===== src/hw/rtl/iud_pkg.sv =====
// Package for the interval union duration block: types and constants.
`timescale 1ns / 1ps
package iud_pkg;
    localparam int MaxIntervals = 64;
    localparam int IdxW = $clog2(MaxIntervals);
    localparam int CntW = $clog2(MaxIntervals + 1);
    localparam int QueueDepth = 2;
    localparam int QPtrW = $clog2(QueueDepth);
    localparam logic [11:0] ClockReset = 12'd1000;
    localparam logic ActStore = 1'b0;
    localparam logic ActFinish = 1'b1;

    typedef struct packed {
        logic        action;
        logic [63:0] start_tick;
        logic [63:0] end_tick;
    } t_item;

    typedef enum logic [3:0] {
        ST_IDLE,
        ST_SORT_RD,
        ST_SORT_KEY,
        ST_SORT_CMP,
        ST_SORT_PUT,
        ST_MERGE_RD,
        ST_MERGE_USE,
        ST_CLOSE,
        ST_DIV,
        ST_MUL,
        ST_FRAC,
        ST_ROUND,
        ST_OUT
    } t_state;
endpackage


===== src/hw/rtl/iud_front.sv =====
// Front end: accepts words and queues them for the back end.
`timescale 1ns / 1ps
module iud_front (
    input  logic           i_clk,
    input  logic           i_rst_n,
    input  logic           i_valid,
    output logic           o_ready,
    input  iud_pkg::t_item i_item,
    output logic           o_q_valid,
    input  logic           i_q_pop,
    output iud_pkg::t_item o_q_item
);
    iud_pkg::t_item r_q [iud_pkg::QueueDepth];
    logic [iud_pkg::QPtrW-1:0] r_wp, r_rp;
    logic [iud_pkg::QPtrW:0] r_cnt;
    logic push, pop;

    assign o_ready   = (r_cnt != (iud_pkg::QPtrW+1)'(iud_pkg::QueueDepth));
    assign push      = i_valid && o_ready;
    assign o_q_valid = (r_cnt != '0);
    assign pop       = i_q_pop && o_q_valid;
    assign o_q_item  = r_q[r_rp];

    always_ff @(posedge i_clk) begin
        if (push) r_q[r_wp] <= i_item;
    end

    always_ff @(posedge i_clk) begin
        if (!i_rst_n) begin
            r_wp <= '0;
            r_rp <= '0;
            r_cnt <= '0;
        end else begin
            if (push) r_wp <= r_wp + 1'b1;
            if (pop) r_rp <= r_rp + 1'b1;
            r_cnt <= r_cnt + (iud_pkg::QPtrW+1)'(push) - (iud_pkg::QPtrW+1)'(pop);
        end
    end
endmodule


===== config.mk =====
export PLATFORM = sky130hd
export DESIGN_NAME = iud_front
export DESIGN_NICKNAME = d
export VERILOG_FILES = /design/src/hw/rtl/iud_pkg.sv /design/src/hw/rtl/iud_front.sv
export SDC_FILE = /design/constraint.sdc
export NUM_CORES = 1
export LEC_CHECK = 0
export BUFFER_PORTS_ARGS = -buffer_cell sky130_fd_sc_hd__buf_2
export CORE_ASPECT_RATIO = 1.25
export CORE_UTILIZATION = 52
export DETAILED_ROUTE_END_ITERATION = 8
export PLACE_DENSITY_LB_ADDON = 0.3
export SLEW_MARGIN = 40
export SYNTH_ARGS = -nofsm -noshare
export SYNTH_HDL_FRONTEND = slang
export SYNTH_SLANG_ARGS = --single-unit
export TNS_END_PERCENT = 5

===== constraint.sdc =====
create_clock -name i_clk -period 6.3 [get_ports i_clk]
set_clock_uncertainty 0.05 [all_clocks]
set_input_delay 1.26 -clock i_clk [delete_from_list [all_inputs] [get_ports i_clk]]
set_output_delay 1.26 -clock i_clk [all_outputs]
set_load 0.03 [all_outputs]

==> qor.yml, run 1 <==
cts:
  clock_latency_ps: 500
  clock_tree.root_cell: "sky130_fd_sc_hd__clkbuf_16"
  cts-root-to-sink-buffers: 3
  post_cts_hold_buffer_count: 0
  post_cts_resized: 0
  post_cts.repair.setup_buffers: 0
  clock_sinks: 263
  clk_pin_slew_ps: 60
  ctsHtreeMaxLevel: 1
  cts_buffers: 25
  cts_tree: "done"
drt:
  antenna_left: 0
  initialDrtViolationCount: 366
  post-route-drc-count: 0
  avgViaCountPerCell: 5.16
  routed_wl_mm: 18.4
  detail_route.wl_per_cell_um: 19.1
  detailroute.via_count: 4983
  detailedRoute.firstPassIterationCount: 4
grt:
  maximum_number_of_pins_on_one_net_before_global_route_repair: 51
  globalRouteTotalUtil: 0.188
  grt_first_pass_wirelength_mm: 27.0
  antenna_found_initial: 8
  grt.overflow.total: 0
  first_global_vias: 5339
power:
  p_per_area_mw_per_mm2: 403
  p_sw_w: 0.00145
  leakagePower_nw: 4.46
  combPwrFrac: 0.250
  p_int_w: 0.00336
  ir_drop_mv: 0.287
  sw_frac_of_total: 0.302
  pwr-share-seq: 0.456
  share_clk_of_total_power: 0.294
cells_and_area:
  area_growth_pct: 24.2
  layout.nets: 847
  mostFrequentLayoutCell: "sky130_fd_sc_hd__buf_2"
  drive_gt1_frac: 0.603
  most-common-layout-cells: "sky130_fd_sc_hd__buf_2, sky130_fd_sc_hd__edfxtp_1, sky130_fd_sc_hd__mux2_2"
hold_path:
  worstHoldStart: "r_rp"
  min-delay-path-class: "reg -> reg"
floorplan:
  die-width_um: 124
  initial_utilization: 0.532
  fp.dieH_um: 154
  die_area_sq_mm: 0.0191
  ios: 264
  floorplan.core_area_sq_mm: 0.0181
  std_cell_rows: 55
synth:
  synth-seq-area-share: 0.816
  mappedNetlistNets: 564
  synthesis.yosys.warnings: 0
  postSynthRegisterBits: 263
  syn_area_sq_mm: 0.00962
  synth.distinct_cells: 24
  syn_area_per_cell_sq_um: 22.4
  post_synth_inst_count: 430
timing:
  timing.final.max_slew_violations: 0
  period_needed_ps: 3730
  max_freq_mhz: 268
  finalSetupTns_ps: 0
  worst_pin_slew_ps: 687
  final-setup-viol-count: 0
  setup_slack_ps: 2570
  final-hold-violation-count: 0
  grt_setup_unrepaired: "no"
  worst_slew_margin_rel: 0.542
  period_share: 0.592
placed_design:
  port_buffers: 263
  routabilityCongestion: 0.693
  detailedPlacementHpwl_mm: 12.4
  placement.setup.worst_slack_ps: 3060
critical_path:
  worst-endpoint-required_ps: 4990
  critPathLaunchType: "flip-flop"
  critPathArrivalTime_ps: 2420
  rr_startpoint: "r_cnt[0]"
  cp-end-kind: "output pin"
  largest_fanout_on_the_critical_path: 50
  crit_type: "reg -> out"
run:
  max-cap-violations: 0
status:
  status: "complete, no violations"
## per-layer routing
layer,vias up,GRT usage,share of wire
li1,2287,-,-
met1,2455,0.202,0.35
met2,192,0.340,0.54
met3,45,0.0486,0.077
met4,4,0.0820,0.032
met5,-,0,0.0014
## critical path, stage by stage, from the launching register on
cell	delay, ps
sky130_fd_sc_hd__dfxtp_4	630
sky130_fd_sc_hd__buf_4	590
sky130_fd_sc_hd__mux2_2	430
sky130_fd_sc_hd__buf_2	180
## power groups by stage
stage          sequential, W  clock, W  combinational (W)
3_3_place_gp         0.00222         0            0.00119
3_5_place_dp         0.00224         0            0.00122
2_1_floorplan        0.00222         0           0.000939
4_1_cts              0.00220   0.00145            0.00122
5_1_grt              0.00221   0.00151            0.00127
6_report             0.00220   0.00141            0.00121
## kinds of logic (layout without fill, tap and decap cells)
group / count (synthesis) / count (layout) / share of synthesized area
other: 0 / 6 / 0
flip-flops: 263 / 263 / 0.816
XOR/XNOR: 1 / 1 / 0.000910
buffers and inverters: 15 / 316 / 0.0161
adder cells (fa/ha/maj): 1 / 1 / 0.00130
AO/OA/AOI/OAI: 7 / 7 / 0.00559
multiplexers: 130 / 130 / 0.152
AND/OR/NAND/NOR: 13 / 13 / 0.00845
## cell type report
cell class	count	area (sq um)
fillers	1277	6140
multi-input cells	152	1620
flip-flops and latches	263	7850
repair buffers	270	1400
clock buffers	31	648
inverters	1	6.26
diodes	6	15.0
clock inverters	14	123
well taps	228	285
## cell usage after synthesis
cell / n / share of area
sky130_fd_sc_hd__inv_1: 1 / 0.00039
sky130_fd_sc_hd__o21ai_0: 2 / 0.0010
sky130_fd_sc_hd__a21bo_2: 2 / 0.0021
sky130_fd_sc_hd__nand3b_1: 1 / 0.00078
sky130_fd_sc_hd__buf_6: 13 / 0.015
sky130_fd_sc_hd__xnor2_1: 1 / 0.00091
sky130_fd_sc_hd__buf_2: 1 / 0.00052
sky130_fd_sc_hd__mux2i_1: 1 / 0.0010
sky130_fd_sc_hd__and3_1: 1 / 0.00065
sky130_fd_sc_hd__nand2b_4: 1 / 0.0014
sky130_fd_sc_hd__mux2_2: 129 / 0.15
sky130_fd_sc_hd__or2_2: 1 / 0.00065
sky130_fd_sc_hd__ha_1: 1 / 0.0013
sky130_fd_sc_hd__nand2_1: 1 / 0.00039
sky130_fd_sc_hd__a211oi_1: 1 / 0.00078
sky130_fd_sc_hd__nor2_1: 2 / 0.00078
sky130_fd_sc_hd__nand3_1: 1 / 0.00052
sky130_fd_sc_hd__and2_1: 3 / 0.0020
sky130_fd_sc_hd__nand2b_1: 1 / 0.00065
sky130_fd_sc_hd__a21boi_0: 1 / 0.00078
sky130_fd_sc_hd__nor2b_1: 1 / 0.00065
sky130_fd_sc_hd__dfxtp_1: 5 / 0.010
sky130_fd_sc_hd__a32oi_1: 1 / 0.00091
sky130_fd_sc_hd__edfxtp_1: 258 / 0.81
## path summary, 6_finish.rpt
path | end | slack (ps) | depth (start not counted)
hold / removal | flip-flop | 530 | 2
setup reg to reg | r_q[0][112] | 3880 | 4
setup / recovery | o_q_item[122] | 2570 | 3
hold reg to reg | flip-flop | 530 | 2
## per-stage QoR
| step | cell area (sq um) | instances | power [W] | hold WS (ps) | util |
|---|---|---|---|---|---|
| floorplan | 9620 | 430 | 0.00315 | 479 | - |
| global placement | 11100 | 912 | 0.00341 | 514 | 0.614 |
| detailed placement | 11200 | 914 | 0.00345 | 523 | 0.617 |
| CTS | 11900 | 959 | 0.00487 | 544 | 0.660 |
| global route | 12000 | 964 | 0.00500 | 564 | 0.660 |
| finish | 12000 | 965 | 0.00482 | 530 | 0.660 |
## registers in the layout, indices dropped and copies added (netlist names), named ones only
register and count:
r_q 258, r_rp 1, r_wp 1, r_cnt 2
Power figures use the tool's default switching activity.
==> run 2, diff against run 1 <==
--- a/config.mk
+++ b/config.mk
@@ -7,7 +7,7 @@
 export LEC_CHECK = 0
 export BUFFER_PORTS_ARGS = -buffer_cell sky130_fd_sc_hd__buf_2
 export CORE_ASPECT_RATIO = 1.25
-export CORE_UTILIZATION = 52
+export CORE_UTILIZATION = 47
 export DETAILED_ROUTE_END_ITERATION = 8
 export PLACE_DENSITY_LB_ADDON = 0.3
 export SLEW_MARGIN = 40
==> constraint.sdc (replaced) <==
create_clock -name i_clk -period 3.1 [get_ports i_clk]
set_clock_uncertainty 0.05 [all_clocks]
set_input_delay 0.62 -clock i_clk [delete_from_list [all_inputs] [get_ports i_clk]]
set_output_delay 0.62 -clock i_clk [all_outputs]
set_load 0.03 [all_outputs]
==> run 2 against run 1 <==
Net effect:
- final area increased by 0.47%
- count of clock-buffer cells in the layout is the same
- die area is 10% higher
- combinational power increased by 110%
- critical path type unchanged
- non-clock buffer count is 1 higher
- utilization down 6.3 points
==> qor.yml, run 2 (same netlist as run 1, synthesis figures left out) <==
status:
  status: "complete, no violations"
critical_path:
  critPathLaunchType: "flip-flop"
  cp-end-kind: "output pin"
  largest_fanout_on_the_critical_path: 80
  reg2reg_depth: 4
  critPathArrivalTime_ps: 1890
  worst-endpoint-required_ps: 2430
  crit_type: "reg -> out"
floorplan:
  die-width_um: 130
  floorplan.core_area_sq_mm: 0.0201
  ios: 264
  initial_utilization: 0.479
  fp.dieH_um: 162
  std_cell_rows: 58
  die_area_sq_mm: 0.0211
run:
  max-cap-violations: 0
cells_and_area:
  biggestRegsByFlops: "r_q: 258 flops, r_cnt: 2 flops"
  fin_util: 0.597
  drive_gt1_frac: 0.601
  most-common-layout-cells: "sky130_fd_sc_hd__buf_2, sky130_fd_sc_hd__edfxtp_1, sky130_fd_sc_hd__mux2_2"
  layout.nets: 848
  mostFrequentLayoutCell: "sky130_fd_sc_hd__buf_2"
  area_growth_pct: 24.8
  registers.top_by_ff_count: "r_q"
  flip_flop_count_of_the_largest_register_all_copies_and_words_added: 258
timing:
  setup_slack_ps: 536
  worst_pin_slew_ps: 566
  period_needed_ps: 2560
  period_share: 0.827
  grt_setup_unrepaired: "no"
  final-hold-violation-count: 0
  final-setup-viol-count: 0
  worst_slew_margin_rel: 0.623
  max_freq_mhz: 390
  timing.final.max_slew_violations: 0
  finalSetupTns_ps: 0
  worst_hold_slack_ps: 251
power:
  share_clk_of_total_power: 0.283
  pwr-share-seq: 0.456
  ir_drop_mv: 0.763
  p_per_area_mw_per_mm2: 806
  p_int_w: 0.00678
  leakagePower_nw: 4.45
  p_sw_w: 0.00291
  combPwrFrac: 0.261
  sw_frac_of_total: 0.300
cts:
  cts-root-to-sink-buffers: 3
  clock_sinks: 263
  clock_latency_ps: 500
  cts_buffers: 25
  clock_tree.root_cell: "sky130_fd_sc_hd__clkbuf_16"
  post_cts_hold_buffer_count: 0
  cts_tree: "done"
  post_cts_resized: 0
  ctsHtreeMaxLevel: 1
  post_cts.repair.setup_buffers: 0
  clk_pin_slew_ps: 60
placed_design:
  routabilityCongestion: 0.715
  port_buffers: 263
  detailedPlacementHpwl_mm: 12.0
  placement.setup.worst_slack_ps: 933
grt:
  globalRouteTotalUtil: 0.165
  antenna_found_initial: 3
  grt.overflow.total: 0
  first_global_vias: 5247
  grt_first_pass_wirelength_mm: 26.3
  maximum_number_of_pins_on_one_net_before_global_route_repair: 81
hold_path:
  whs_path_depth: 1
  min-delay-path-class: "in -> reg"
drt:
  post-route-drc-count: 0
  detail_route.wl_per_cell_um: 17.8
  detailedRoute.firstPassIterationCount: 4
  routed_wl_mm: 17.8
  initialDrtViolationCount: 229
  detailroute.via_count: 4876
  avgViaCountPerCell: 4.87
  antenna_left: 0
run 2: layout make-up:
type	instances	area [sq um]
inverters	1	6.26
fillers	1517	8090
diodes	3	7.51
flip-flops and latches	263	7850
clock inverters	11	83.8
well taps	270	338
clock buffers	31	648
multi-input cells	152	1620
repair buffers	271	1450
run 2: critical path: stages, from the launching register on:
cell,delay [ps]
sky130_fd_sc_hd__dfxtp_4,370
sky130_fd_sc_hd__buf_12,310
sky130_fd_sc_hd__mux2_2,410
sky130_fd_sc_hd__buf_2,180
run 2: final timing paths:
kind | end | start | slack (ps)
setup / recovery | o_q_item[40] | flip-flop | 540
hold / removal | r_q[1][56] | i_item[56] | 250
setup reg to reg | r_q[0][81] | r_cnt[0] | 1090
hold reg to reg | flip-flop | r_rp | 540
run 2: power groups by stage:
stage	logic [W]	clock network [W]	registers, W
floorplan	0.00191	0	0.00449
global placement	0.00252	0	0.00447
detailed placement	0.00255	0	0.00449
CTS	0.00257	0.00282	0.00442
global route	0.00267	0.00294	0.00445
finish	0.00253	0.00274	0.00442
run 2: layer usage:
layer  up-vias  wire length [um]  GRT usage
li1       2289                 -          -
met1      2372              6540      0.180
met2       178              9430      0.300
met3        37              1270     0.0405
met4         0               561     0.0714
met5         -                 0          0
run 2: metrics by stage:
step,std cells,power [W],area [sq um]
floorplan,430,0.00640,9620
global placement,957,0.00699,11300
detailed placement,957,0.00705,11300
CTS,999,0.00981,12000
global route,1000,0.0101,12000
finish,1002,0.00968,12000
==> run 3, diff against run 2 <==
==> constraint.sdc (replaced) <==
create_clock -name i_clk -period 2.2 [get_ports i_clk]
set_clock_uncertainty 0.05 [all_clocks]
set_input_delay 0.44 -clock i_clk [delete_from_list [all_inputs] [get_ports i_clk]]
set_output_delay 0.44 -clock i_clk [all_outputs]
set_load 0.03 [all_outputs]
==> run 3 against run 2 <==
Net effect:
- the run now ends with setup timing left
- setup slack lost 560 ps
- die area stayed put
- via count up 5.2%
- combinational power grew 110%
- power is 65% higher
- count of clock-buffer cells in the layout fell by 4
- final cell count grew 3.4%
- global-route usage grew 0.62 points
- utilization grew 8.2 points
- clock power rose by 63%
==> qor.yml, run 3 (same netlist as run 1, synthesis figures left out) <==
cells_and_area:
  flip_flop_count_of_the_largest_register_all_copies_and_words_added: 258
  biggestRegsByFlops: "r_q: 258 flops, r_cnt: 2 flops"
  most-common-layout-cells: "sky130_fd_sc_hd__edfxtp_1, sky130_fd_sc_hd__buf_2, sky130_fd_sc_hd__buf_6"
  area_growth_pct: 42.0
  layout.nets: 877
  mostFrequentLayoutCell: "sky130_fd_sc_hd__edfxtp_1"
  drive_gt1_frac: 0.626
  registers.top_by_ff_count: "r_q"
  finish.cell_count_without_fillers: 1036
power:
  totalPowerFinal_w: 0.0160
  p_per_area_mw_per_mm2: 1170
  leakagePower_nw: 5.28
  ir_drop_mv: 0.766
floorplan:
  initial_utilization: 0.479
  fp.dieH_um: 162
  die_area_sq_mm: 0.0211
  die-width_um: 130
  floorplan.core_area_sq_mm: 0.0201
  ios: 264
  std_cell_rows: 58
timing:
  setup_slack_ps: -28.5
  worst_pin_slew_ps: 536
  worst_slew_margin_rel: 0.642
  final-setup-viol-count: 70
  period_needed_ps: 2230
  max_freq_mhz: 449
  timing.final.max_slew_violations: 0
  grt_setup_unrepaired: "yes"
  period_share: 1.01
  final-hold-violation-count: 0
drt:
  detailroute.via_count: 5129
  avgViaCountPerCell: 4.95
  detail_route.wl_per_cell_um: 20.6
  detailedRoute.firstPassIterationCount: 6
  antenna_left: 0
  initialDrtViolationCount: 294
  routed_wl_mm: 21.4
  post-route-drc-count: 0
grt:
  grt_first_pass_wirelength_mm: 27.0
  maximum_number_of_pins_on_one_net_before_global_route_repair: 57
  first_global_vias: 5244
  globalRouteTotalUtil: 0.171
  grt.overflow.total: 0
  antenna_found_initial: 3
run:
  max-cap-violations: 0
placed_design:
  total_instance_count_after_detailed_placement: 966
  routabilityCongestion: 0.715
  port_buffers: 263
  detailedPlacementHpwl_mm: 12.5
cts:
  clock_sinks: 263
  clk_pin_slew_ps: 60
  cts_buffers: 26
  clock_latency_ps: 500
  post_cts_hold_buffer_count: 0
  clock_tree.root_cell: "sky130_fd_sc_hd__clkbuf_16"
  cts-root-to-sink-buffers: 3
  ctsHtreeMaxLevel: 1
  cts_tree: "done"
status:
  violations: "setup timing"
  status: "finished, violations left"
critical_path:
  timing.reg2reg.setup_slack_ps: 360
  crit_path_max_incr_delay_ps: 430
  worst-endpoint-required_ps: 1710
  worst_path_max_delay_cell: "sky130_fd_sc_hd__dfxtp_4"
  critPathArrivalTime_ps: 1740
  cp-end-kind: "output pin"
  critPathLaunchType: "flip-flop"
  path_buf_inv: 3
  largest_fanout_on_the_critical_path: 7
  crit_type: "reg -> out"
  critPathTopFamily: "buffers and inverters"
  worstPathCellList: "buf_12, buf_8, mux2_2, buf_6"
hold_path:
  min-delay-path-class: "in -> reg"
-- run 3: per-layer routing --
metal | GRT usage | part of all wire
met1 | 0.176 | 0.36
met2 | 0.324 | 0.55
met3 | 0.0425 | 0.060
met4 | 0.0687 | 0.030
met5 | 0 | 0
-- run 3: final cells by class --
class	count	area (sq um)
Fill cell	1299	6440
Sequential cell	263	7850
Antenna cell	3	7.51
Inverter	1	7.51
Tap cell	270	338
Clock buffer	27	676
Timing Repair Buffer	299	2630
Clock inverter	21	209
Multi-Input combinational cell	152	1940
-- run 3: path summary, 6_finish.rpt --
kind,depth (start not counted),end,startpoint
worst max-delay path,4,o_q_item[68],flip-flop
worst min-delay path,1,r_q[0][99],i_item[99]
worst max register to register,4,r_q[0][13],r_cnt[0]
worst min register to register,2,flip-flop,r_rp
-- run 3: per-stage QoR --
step                      cell area, sq um  utilization  hold WS, ps  TNS, ps  setup WS [ps]
after floorplan                       9630            -          489  -171180           -837
after global placement               11400        0.566          519        0            250
after detailed placement             11400        0.566          538        0            233
after CTS                            12400        0.617         34.7    -5940          -85.6
after global routing                 13700        0.679         36.6    -7220          -95.8
final                                13700        0.680         62.5    -1010          -28.5
-- run 3: worst register-to-register path: stages, from the launching register on --
cell	delay, ps
sky130_fd_sc_hd__dfxtp_2	360
sky130_fd_sc_hd__nand2b_4	160
sky130_fd_sc_hd__nand3b_1	160
sky130_fd_sc_hd__clkinvlp_4	480
sky130_fd_sc_hd__buf_12	370
-- run 3: repair_timing --
action | in CTS | in global routing
gates resized for setup | 49 | 324
buffers inserted | 0 | 4
setup endpoints to repair | 129 | 129
gates cloned | 0 | 15
-- run 3: report_power, final --
group | total [W] | internal, W | switching (W)
Clock | 0.00447 | 0.00270 | 0.00178
Combinational | 0.00527 | 0.00254 | 0.00273
Sequential | 0.00627 | 0.00610 | 0.000171
